===== config.mk =====
export PLATFORM = sky130hd
export DESIGN_NAME = escaped_string_decoder_core
export DESIGN_NICKNAME = d
export VERILOG_FILES = /design/src/rtl/esd_pkg.sv /design/src/rtl/esd_step.sv /design/src/rtl/escaped_string_decoder_core.sv
export SDC_FILE = /design/constraint.sdc
export NUM_CORES = 1
export LEC_CHECK = 0
export BUFFER_PORTS_ARGS = -buffer_cell sky130_fd_sc_hd__buf_2
export CAP_MARGIN = 10
export CELL_PAD_IN_SITES_DETAIL_PLACEMENT = 1
export CELL_PAD_IN_SITES_GLOBAL_PLACEMENT = 2
export CORE_MARGIN = 1
export CORE_UTILIZATION = 39
export DETAILED_ROUTE_END_ITERATION = 10
export PLACE_DENSITY = 0.9
export SLEW_MARGIN = 20
export SYNTH_ARGS = -nofsm -noshare
export SYNTH_HDL_FRONTEND = slang
export SYNTH_HIERARCHICAL = 1
export SYNTH_SLANG_ARGS = --single-unit

===== constraint.sdc =====
create_clock -name clk -period 4.6 [get_ports clk]
set_input_delay 0.92 -clock clk [delete_from_list [all_inputs] [get_ports clk]]
set_output_delay 0.92 -clock clk [all_outputs]
set_load 0.03 [all_outputs]

===== src/rtl/esd_pkg.sv =====
package esd_pkg;

	localparam logic [11:0] LENGTH_CAP = 12'd4095;

	localparam logic [1:0] KIND_CHAR = 2'd0;
	localparam logic [1:0] KIND_END  = 2'd1;
	localparam logic [1:0] KIND_ERR  = 2'd2;

	localparam logic [2:0] ERR_EOF_BODY   = 3'd0;
	localparam logic [2:0] ERR_EOF_ESCAPE = 3'd1;
	localparam logic [2:0] ERR_EOF_HEX    = 3'd2;
	localparam logic [2:0] ERR_BAD_HEX    = 3'd3;
	localparam logic [2:0] ERR_UNKNOWN    = 3'd4;
	localparam logic [2:0] ERR_TOO_LONG   = 3'd5;

	localparam logic REG_DELIMITER    = 1'b0;
	localparam logic REG_LENGTH_LIMIT = 1'b1;

	localparam logic [6:0]  DELIMITER_RESET    = 7'd34;
	localparam logic [11:0] LENGTH_LIMIT_RESET = 12'd4095;

	localparam logic [7:0] CHAR_BACKSLASH = 8'h5C;
	localparam logic [7:0] CHAR_X         = 8'h78;

	typedef enum logic [3:0] {
		MODE_BODY = 4'b0001,
		MODE_ESC  = 4'b0010,
		MODE_HEX1 = 4'b0100,
		MODE_HEX2 = 4'b1000
	} mode_t;

	typedef struct packed {
		logic [7:0] in_byte;
		logic       end_of_input;
	} esd_in_t;

	typedef struct packed {
		logic [1:0]  kind;
		logic [7:0]  char_value;
		logic [2:0]  error_code;
		logic [11:0] literal_length;
	} esd_out_t;

	typedef struct packed {
		mode_t       mode;
		logic [3:0]  hex_high_nibble;
		logic [11:0] char_count;
	} esd_state_t;

	typedef struct packed {
		logic [6:0]  delimiter;
		logic [11:0] length_limit;
	} esd_cfg_t;

	// {legal, nibble}
	function automatic logic [4:0] hex_value(input logic [7:0] b);
		logic [4:0] r;
		r = 5'd0;
		if (b >= 8'h30 && b <= 8'h39) begin
			r = {1'b1, 4'(b - 8'h30)};
		end else if (b >= 8'h41 && b <= 8'h46) begin
			r = {1'b1, 4'(b - 8'h37)};
		end else if (b >= 8'h61 && b <= 8'h66) begin
			r = {1'b1, 4'(b - 8'h57)};
		end
		return r;
	endfunction

	// {known, control code}
	function automatic logic [8:0] escape_code(input logic [7:0] b);
		logic [8:0] r;
		unique case (b)
			8'h30: r = {1'b1, 8'h00};
			8'h61: r = {1'b1, 8'h07};
			8'h62: r = {1'b1, 8'h08};
			8'h66: r = {1'b1, 8'h0C};
			8'h6E: r = {1'b1, 8'h0A};
			8'h72: r = {1'b1, 8'h0D};
			8'h74: r = {1'b1, 8'h09};
			8'h76: r = {1'b1, 8'h0B};
			default: r = 9'd0;
		endcase
		return r;
	endfunction

endpackage


===== src/rtl/esd_step.sv =====
module esd_step (
	input  esd_pkg::esd_state_t state,
	input  esd_pkg::esd_cfg_t   cfg,
	input  esd_pkg::esd_in_t    item,
	output esd_pkg::esd_state_t next_state,
	output logic                has_result,
	output esd_pkg::esd_out_t   result
);
	import esd_pkg::*;

	logic [11:0] limit;
	logic [7:0]  delim_byte;
	logic [4:0]  hex;
	logic [8:0]  esc;

	assign limit      = (LENGTH_CAP < cfg.length_limit) ? LENGTH_CAP : cfg.length_limit;
	assign delim_byte = {1'b0, cfg.delimiter};
	assign hex        = hex_value(item.in_byte);
	assign esc        = escape_code(item.in_byte);

	always_comb begin
		logic       emit_req;
		logic [7:0] emit_char;
		logic       fail_req;
		logic [2:0] fail_code;
		emit_req   = 1'b0;
		emit_char  = 8'd0;
		fail_req   = 1'b0;
		fail_code  = ERR_EOF_BODY;
		next_state = state;
		has_result = 1'b0;
		result     = '0;

		if (item.end_of_input) begin
			fail_req = 1'b1;
			unique case (state.mode)
				MODE_BODY: fail_code = ERR_EOF_BODY;
				MODE_ESC:  fail_code = ERR_EOF_ESCAPE;
				default:   fail_code = ERR_EOF_HEX;
			endcase
		end else begin
			unique case (state.mode)
				MODE_BODY: begin
					priority if (item.in_byte == delim_byte) begin
						has_result            = 1'b1;
						result.kind           = KIND_END;
						result.literal_length = state.char_count;
						next_state.mode            = MODE_BODY;
						next_state.hex_high_nibble = 4'd0;
						next_state.char_count      = 12'd0;
					end else if (item.in_byte == CHAR_BACKSLASH) begin
						next_state.mode = MODE_ESC;
					end else begin
						emit_req  = 1'b1;
						emit_char = item.in_byte;
					end
				end
				MODE_ESC: begin
					priority if (item.in_byte == CHAR_X) begin
						next_state.mode = MODE_HEX1;
					end else if (item.in_byte == CHAR_BACKSLASH
						|| item.in_byte == delim_byte) begin
						emit_req  = 1'b1;
						emit_char = item.in_byte;
					end else if (esc[8]) begin
						emit_req  = 1'b1;
						emit_char = esc[7:0];
					end else begin
						fail_req  = 1'b1;
						fail_code = ERR_UNKNOWN;
					end
				end
				MODE_HEX1: begin
					if (hex[4]) begin
						next_state.hex_high_nibble = hex[3:0];
						next_state.mode            = MODE_HEX2;
					end else begin
						fail_req  = 1'b1;
						fail_code = ERR_BAD_HEX;
					end
				end
				default: begin
					if (hex[4]) begin
						emit_req  = 1'b1;
						emit_char = {state.hex_high_nibble, hex[3:0]};
					end else begin
						fail_req  = 1'b1;
						fail_code = ERR_BAD_HEX;
					end
				end
			endcase
		end

		// a character past the limit turns into a too-long error
		if (emit_req) begin
			if (state.char_count >= limit) begin
				fail_req  = 1'b1;
				fail_code = ERR_TOO_LONG;
			end else begin
				has_result            = 1'b1;
				result.kind           = KIND_CHAR;
				result.char_value     = emit_char;
				next_state.char_count = state.char_count + 12'd1;
				next_state.mode       = MODE_BODY;
			end
		end

		if (fail_req) begin
			has_result                 = 1'b1;
			result                     = '0;
			result.kind                = KIND_ERR;
			result.error_code          = fail_code;
			next_state.mode            = MODE_BODY;
			next_state.hex_high_nibble = 4'd0;
			next_state.char_count      = 12'd0;
		end
	end

endmodule


===== src/rtl/escaped_string_decoder_core.sv =====
// Escaped string decoder core.
// Feed the raw bytes of a string literal body, after its opening delimiter,
// on the in channel (valid/ready), one byte per item; set end_of_input to
// mark the end of the stream. Each item yields at most one result item on
// the out channel: a decoded character, the end of the literal with its
// length, or an error. Backslashes, the x of a hex escape and the first hex
// digit yield nothing.
// An item is registered in the input register on acceptance and decoded
// from there into the output register; an item with a result waits while
// the output register holds an untaken result. One item per cycle is
// sustained while the receiver takes results; the rate is set by the
// single decode step between the input register and the output register,
// which also updates the mode, hex nibble and character count.
// While the receiver stalls, the output register holds its item; silent
// items keep flowing, and the input side stops once the held item has a
// result of its own waiting behind the stalled one.
// Reset clears both channels, puts the decoder in the body state with a
// zero count, and sets the delimiter to '"' and the length limit to 4095.
// Configuration is written through cfg_write/cfg_index/cfg_data while idle.
module escaped_string_decoder_core (
	input  logic              clk,
	input  logic              arst_n,
	input  logic              cfg_write,
	input  logic              cfg_index,
	input  logic [11:0]       cfg_data,
	input  logic              in_valid,
	output logic              in_ready,
	input  esd_pkg::esd_in_t  in_item,
	output logic              out_valid,
	input  logic              out_ready,
	output esd_pkg::esd_out_t out_item
);
	import esd_pkg::*;

	esd_cfg_t   cfg_q;
	esd_state_t state_q;
	esd_state_t next_state;
	esd_in_t    item_s1;
	logic       valid_s1;
	logic       has_result;
	esd_out_t   result;
	logic       advance;

	always_ff @(posedge clk or negedge arst_n) begin
		if (!arst_n) begin
			cfg_q.delimiter    <= DELIMITER_RESET;
			cfg_q.length_limit <= LENGTH_LIMIT_RESET;
		end else if (cfg_write) begin
			unique case (cfg_index)
				REG_DELIMITER:    cfg_q.delimiter    <= cfg_data[6:0];
				REG_LENGTH_LIMIT: cfg_q.length_limit <= cfg_data;
				default: ;
			endcase
		end
	end

	esd_step u_step (
		.state      (state_q),
		.cfg        (cfg_q),
		.item       (item_s1),
		.next_state (next_state),
		.has_result (has_result),
		.result     (result)
	);

	// silent items may pass a stalled result
	assign advance  = valid_s1 && (!out_valid || out_ready || !has_result);
	assign in_ready = !valid_s1 || advance;

	always_ff @(posedge clk or negedge arst_n) begin
		if (!arst_n) begin
			valid_s1 <= 1'b0;
		end else if (in_ready) begin
			valid_s1 <= in_valid;
		end
	end

	always_ff @(posedge clk) begin
		if (in_ready && in_valid) begin
			item_s1 <= in_item;
		end
	end

	always_ff @(posedge clk or negedge arst_n) begin
		if (!arst_n) begin
			state_q.mode            <= MODE_BODY;
			state_q.hex_high_nibble <= 4'd0;
			state_q.char_count      <= 12'd0;
		end else if (advance) begin
			state_q <= next_state;
		end
	end

	always_ff @(posedge clk or negedge arst_n) begin
		if (!arst_n) begin
			out_valid <= 1'b0;
		end else if (advance && has_result) begin
			out_valid <= 1'b1;
		end else if (out_ready) begin
			out_valid <= 1'b0;
		end
	end

	always_ff @(posedge clk) begin
		if (advance && has_result) begin
			out_item <= result;
		end
	end

	a_ready_only_when_free: assert property (@(posedge clk) disable iff (!arst_n)
		!in_ready |-> valid_s1 && out_valid && !out_ready)
		else $error("input stalled without a held result");

	a_end_restarts: assert property (@(posedge clk) disable iff (!arst_n)
		advance && has_result && (result.kind == KIND_END || result.kind == KIND_ERR)
		|=> state_q.mode == MODE_BODY && state_q.char_count == 12'd0)
		else $error("decoder did not restart after end or error");

	a_silent_keeps_count: assert property (@(posedge clk) disable iff (!arst_n)
		advance && !has_result |=> $stable(state_q.char_count))
		else $error("silent item changed the character count");

	a_kind_legal: assert property (@(posedge clk) disable iff (!arst_n)
		out_valid |-> out_item.kind == KIND_CHAR || out_item.kind == KIND_END
		|| out_item.kind == KIND_ERR)
		else $error("result item with an undefined kind");

endmodule


== Word-level counts from Yosys, hierarchy flattened ==
Cells that the tools add are included.
Operators by class
  magnitude comparators: 8
  div/mod/pow operators: 0
  multiply operators: 0
  shift-type cells: 0
  reductions and logical operators: 20
  muxes and demuxes: 65
  add/subtract/negate cells: 4
  bitwise logic cells: 4
  equal/unequal tests: 17
Operators with widths (count)
  == test 8 x 7 -> 1 bit (second input constant): 9
  case mux 9 bit (8 select lines): 1
  2-to-1 mux 8 bit: 8
  2-to-1 mux 12 bit: 4
  2-to-1 mux 20 bit: 2
  case mux 8 bit (3 select lines): 1
  2-to-1 mux 1 bit: 23
  2-to-1 mux 10 bit: 2
  2-to-1 mux 4 bit: 5
  2-to-1 mux 3 bit: 6
  greater-or-equal comparator 8 x 7 -> 1 bit (second input constant): 2
  less-or-equal comparator 8 x 7 -> 1 bit (second input constant): 2
  2-to-1 mux 16 bit: 1
  2-to-1 mux 5 bit: 3
  adder 12 x 1 -> 12 bit (second input constant): 1
  greater-or-equal comparator 12 bit: 1
  less-than comparator 12 bit (first input constant): 1
  case mux 4 bit (3 select lines): 1
  == test 8 x 6 -> 1 bit (second input constant): 1
  == test 8 x 7 -> 1 bit: 1
  greater-or-equal comparator 8 x 6 -> 1 bit (second input constant): 1
  less-or-equal comparator 8 x 6 -> 1 bit (second input constant): 1
  case mux 4 bit (2 select lines): 1
  OR reduction 4 bit: 2
  other kinds (20): 38
Word-level totals
  RAM bits: 0
  input bits: 27
  memories kept: 0
  ROM bits: 0
  output and inout port bits: 27
  latch bits: 0
  register bits after elaboration: 75

== Logic depth before layout (Yosys ltp) ==
  depth in word-level cells: 16
  depth in mapped cells: 13

== Hierarchy ==
Netlist, hierarchy kept.
By module, submodules not included
  escaped_string_decoder_core: instances 1, cells an instance 199, seq. area each 2065.7 µm², area each 3116.7 µm²
  esd_step: instances 1, cells an instance 272, seq. area each 0.0 µm², area each 1804.2 µm²

== Worst setup path after synthesis ==
OpenSTA, ideal clock, no wires.
  path type: flip-flop to output port
  from: reg item_s1[1] (netlist name)
  to: out in_ready
  data arrival time: 2935 ps
  stages on the path, launching flop included: 12
  path slack: 745 ps
  cells stage by stage: edfxtp_1 inv_1 ha_1 nand2_4 or4_4 a31o_1 a22o_1 buf_6 nor3b_4 inv_1 buf_2 nand3_1
On the way
  word-level cells in the longest chain between the ends: 15
  elaborated cells between the ends (all ways): 51
  classes of those cells: order compare (6); eq/ne (11); mux (26); reduce/logical (8)
RTL lines
  start: declaration: RTL line escaped_string_decoder_core.sv:38  | esd_in_t item_s1;
  start signal: assignment: RTL line escaped_string_decoder_core.sv:80  | item_s1 <= in_item;
  greater-or-equal comparator 8 x 7 -> 1 bit / less-or-equal comparator 8 x 7 -> 1 bit (equally long branches): RTL line esd_pkg.sv:63  | end else if (b >= 8'h61 && b <= 8'h66) begin
  logical AND 1 bit: RTL line esd_pkg.sv:63
  2-to-1 mux 5 bit: RTL line esd_pkg.sv:63
  2-to-1 mux 5 bit: RTL line esd_pkg.sv:61  | end else if (b >= 8'h41 && b <= 8'h46) begin
  2-to-1 mux 5 bit: RTL line esd_pkg.sv:59  | if (b >= 8'h30 && b <= 8'h39) begin
  2-to-1 mux 1 bit: RTL line esd_step.sv:74, esd_step.sv:83
  case mux 1 bit (2 select lines): RTL line esd_step.sv:42  | unique case (state.mode)
  2-to-1 mux 1 bit: RTL line esd_step.sv:34  | if (item.end_of_input) begin
  2-to-1 mux 1 bit: RTL line esd_step.sv:96  | if (state.char_count >= limit) begin
  2-to-1 mux 1 bit: RTL line esd_step.sv:95  | if (emit_req) begin
  2-to-1 mux 1 bit (*): RTL line esd_step.sv:108  | if (fail_req) begin
  net has_result: RTL line escaped_string_decoder_core.sv:40  | logic has_result;
  logical NOT 1 bit (*): RTL line escaped_string_decoder_core.sv:67  | assign advance = valid_s1 && (!out_valid || out_ready || !has_result);
  logical OR 1 bit (*): RTL line escaped_string_decoder_core.sv:67
  logical AND 1 bit (*): RTL line escaped_string_decoder_core.sv:67
  logical OR 1 bit (*): RTL line escaped_string_decoder_core.sv:68  | assign in_ready = !valid_s1 || advance;
  end: declaration: RTL line escaped_string_decoder_core.sv:27  | output logic in_ready,
Mark *: on every way through the listed nets, which the timed path passes. The rest lies on a longest branch.

== Worst setup path in the final report ==
Same ends and word-level chain as after synthesis.

==> impl_metrics.env <==
export IMPL_status="finished clean"
export IMPL_synth_seq_area_share=0.4198
export IMPL_numPortBuffers=53
export IMPL_p_seq_frac=0.381
export IMPL_synth_compound_area_frac=0.1564
export IMPL_slowest_delay_ns=0.60
export IMPL_synth_edf_count=34
export IMPL_top_layer="met4"
export IMPL_routed_via_density=5.575
export IMPL_firstDrtPassIters=4
export IMPL_clk_path_buf_depth=2
export IMPL_drc=0
export IMPL_syn_to_final_growth_pct=12.53
export IMPL_fin_cells=689
export IMPL_final_core_util=0.4554
export IMPL_crit_type="register to output port"
export IMPL_reg2reg_depth=12
export IMPL_fin_worst_skew_ns=0.007999
export IMPL_floorplan_initialDensity=0.4046
export IMPL_cts_tree="yes"
export IMPL_synth_main_ff_cell="edfxtp_1"
export IMPL_grt_total_usage=0.2129
export IMPL_final_nets=561
export IMPL_dpl_instance_area_mm2=0.005270
export IMPL_synthesis_area_mm2=0.004921
export IMPL_nFillCells=1374
export IMPL_dp_cells=673
export IMPL_m1WireLength_um=6120
export IMPL_htreeDepth=3
export IMPL_stdcell_area_mm2=0.005538
export IMPL_path_common_cell="inv_1"
export IMPL_overflow=0
export IMPL_slew_violations=0
export IMPL_rsz0062_at_grt="false"
export IMPL_hpwl_um=9499
export IMPL_dr_wl_met2_um=6184
export IMPL_tns_ns=0
export IMPL_combPwrFrac=0.378
export IMPL_drt_iter0_drc=155
export IMPL_fin_crit_ns=4.376
export IMPL_wl_um=13030
export IMPL_path_cells="inv_1 > ha_1 > nand2_4 > nor3b_1 > o41ai_1 > nand4_1 > a22o_1 > nor3b_4 > buf_4 > inv_1 > nand3_1 > buf_2"
export IMPL_path_max_fanout=9
export IMPL_diodes=0
export IMPL_cap_violations=0
export IMPL_num_vias=3841
export IMPL_worstPathArrival_ns=3.46
export IMPL_synthDistinctLibCells=69
export IMPL_cts_setup_buffers=0
export IMPL_synth_simple_area_share=0.2370
export IMPL_syn_inst=471
export IMPL_die_area_mm2=0.01307
export IMPL_post_drt_wl_per_cell_um=18.91
export IMPL_clk_latency_ns=0.34
export IMPL_die_h_um=114.3
export IMPL_cts_resized=0
export IMPL_rr_startpoint="item_s1[4]"
export IMPL_power_per_cell_area_mw_per_mm2=481.8
export IMPL_r2r_end="out_item[4]"
export IMPL_die_w_um=114.3
export IMPL_hold_viol_final=0
export IMPL_start_kind="register"
export IMPL_synth_ff_latch_count=75
export IMPL_wl_met3_um=492
export IMPL_syn_avg_cell_area_um2=10.45
export IMPL_gp_congestion=0.8060
export IMPL_critPathCapture="in_ready"
export IMPL_antenna_found_initial=0
export IMPL_crit_family="compound AO/OA/AOI/OAI gates"
export IMPL_hold_path_class="register to register"
export IMPL_critPathCaptureType="output port"
export IMPL_postRouteAntennaNets=0
export IMPL_synthesis_nets=516
export IMPL_worst_path_stages=12
export IMPL_path_clk_slew_ns=0.05
export IMPL_io_pins=54
export IMPL_finalWorstSetupSlack_ns=0.2245
export IMPL_root_buffer="clkbuf_16"
export IMPL_synth_top_family_by_area="simple AND/OR/NAND/NOR gates"
export IMPL_grt_start_max_net_pins=42
export IMPL_synth_adder_area_share=0.04577
export IMPL_relSlewSlack=0.3772
export IMPL_synthXorXnorAreaFrac=0.01958
export IMPL_ir_drop_v=0.0002241
export IMPL_path_buf_inv=4
export IMPL_cts_sinks=75
export IMPL_internal_power_mw=1.579
export IMPL_worst_slew_pin_slew_ns=0.9342
export IMPL_slowest_stage="o41ai_1"
export IMPL_clockPowerShare=0.241
export IMPL_postCtsHoldBufs=0
export IMPL_multi_input_area_mm2=0.002569
export IMPL_power_mw=2.668
export IMPL_crit_start="item_s1[1]"
export IMPL_synthArstFlopShare=0.5467
export IMPL_rows=40
export IMPL_ys_warn_count=6
export IMPL_fmax_mhz=228.5
export IMPL_core_region_area_mm2=0.01216
export IMPL_synth_mux_area_frac=0.06280
export IMPL_cts_buffers=9
export IMPL_grt_pass1_wl_um=21250
export IMPL_dp_slack_ns=0.6079
export IMPL_fin_hold_ws_ns=0.5700
export IMPL_regArea_mm2=0.002066
export IMPL_p_leak_nw=2.342
export IMPL_setup_viol=0
export IMPL_switchingPower_mw=1.089
export IMPL_grt_pass1_vias=3942
export IMPL_swShare=0.4082
export IMPL_drive_gt1_frac=0.2802
export IMPL_worst_ep_required_time_ns=3.68
export IMPL_rrSetupSlack_ns=0.62
export IMPL_fin_crit_sh=0.9512
## registers in the layout, summed over array words and instances, names as in the netlist
name / flops
cfg_q: 19
item_s1: 9
out_item: 25
out_valid: 1
state_q: 20
valid_s1: 1
## power groups by stage
stage	Clock [mW]	Combinational, mW	Sequential (mW)
after global routing	0.680	1.09	1.04
after floorplan	0	0.642	1.11
after global placement	0	0.979	1.02
final	0.643	1.01	1.02
after detailed placement	0	1.01	1.03
after CTS	0.658	1.01	1.02
## how the worst min path moves through the flow
stage / from / to / slack (ns) / cells past startpoint
after global placement: cfg_q[15] / cfg_q[15] / 0.54 / 1
final: cfg_q[15] / cfg_q[15] / 0.57 / 1
after detailed placement: cfg_q[12] / cfg_q[12] / 0.56 / 1
after global routing: cfg_q[15] / cfg_q[15] / 0.59 / 1
after CTS: cfg_q[15] / cfg_q[15] / 0.57 / 1
after floorplan: state_q[18] / state_q[18] / 0.49 / 2
## cells in the mapped netlist, drive strengths merged (2+ instances only)
library cell	n	area, um^2
nand4	3	18.77
nor2	39	148.9
a21o	2	15.01
o21a	3	22.52
mux2i	2	20.02
mux2	20	289.0
xor2	10	87.58
buf	15	133.9
or3	3	18.77
nand3	14	70.07
nor2b	6	37.54
a21oi	9	48.80
nand2	38	150.1
a211o	2	17.52
o21ai	10	68.81
a222oi	2	20.02
or4	2	22.52
a31oi	2	12.51
o211ai	24	280.3
nor4b	2	17.52
a221oi	3	26.28
nand2b	27	168.9
o21bai	2	15.01
dfrtp	26	650.6
nand4b	20	175.2
inv	26	100.1
a211oi	2	27.53
clkbuf	12	55.05
nor3b	3	33.78
and2	13	85.09
nor4	14	87.58
nor3	9	45.04
edfxtp	34	1021
dfstp	15	394.1
or2	3	18.77
a22oi	8	60.06
a221o	7	70.07
o22ai	3	18.77
o31ai	2	15.01
and3	3	18.77
a22o	2	17.52
nand3b	2	15.01
ha	18	225.2
## worst register-to-register path, delay by kind of cell (launching register included)
family / cells / cell delay (ns)
simple gates: 6 / 1.49
buf+inv: 4 / 0.90
flops: 1 / 0.62
compound gates: 2 / 0.63
## placed cells by master (no fill, tap or decap), types with 3 or more instances in the layout
cell type / count
buf_2: 53
nand2_1: 37
nor2_1: 37
edfxtp_1: 34
nand2b_1: 27
dfrtp_1: 26
inv_1: 24
nand4b_1: 20
o211ai_2: 20
ha_1: 18
mux2_4: 17
dfstp_2: 15
nand3_1: 14
nor4_1: 14
and2_1: 11
xor2_1: 10
clkbuf_16: 9
nor3_1: 9
buf_4: 8
a21oi_1: 8
a22oi_1: 8
a221o_1: 7
nor2b_1: 6
o21ai_2: 5
o21ai_0: 5
o211ai_1: 4
o21a_1: 3
clkbuf_1: 3
or3_1: 3
o22ai_1: 3
and3_1: 3
a221oi_1: 3
nand4_1: 3
## cell families (layout without fill, tap and decap cells)
kind of cell    Yosys count  in the layout
simple gates            205            205
xor+xnor                 11             11
flops                    75             75
mux                      22             22
buf+inv                  53            103
compound gates           87             87
fa+ha+maj                18             18
## final cells by class
type                            instances  share of cell area
Sequential cell                        75              0.3730
Clock inverter                          3            0.003163
Multi-Input combinational cell        343              0.4638
Inverter                               26             0.01808
Tap cell                              168             0.03796
Timing Repair Buffer                   61             0.05874
Clock buffer                           13             0.04519
## layer usage
layer	track usage	vias up
met2	0.3362	76
met3	0.03812	9
met4	0.07359	0
met5	0	-
met1	0.2942	1930
li1	-	1826
Note: power is estimated with default switching activity, not from simulation.
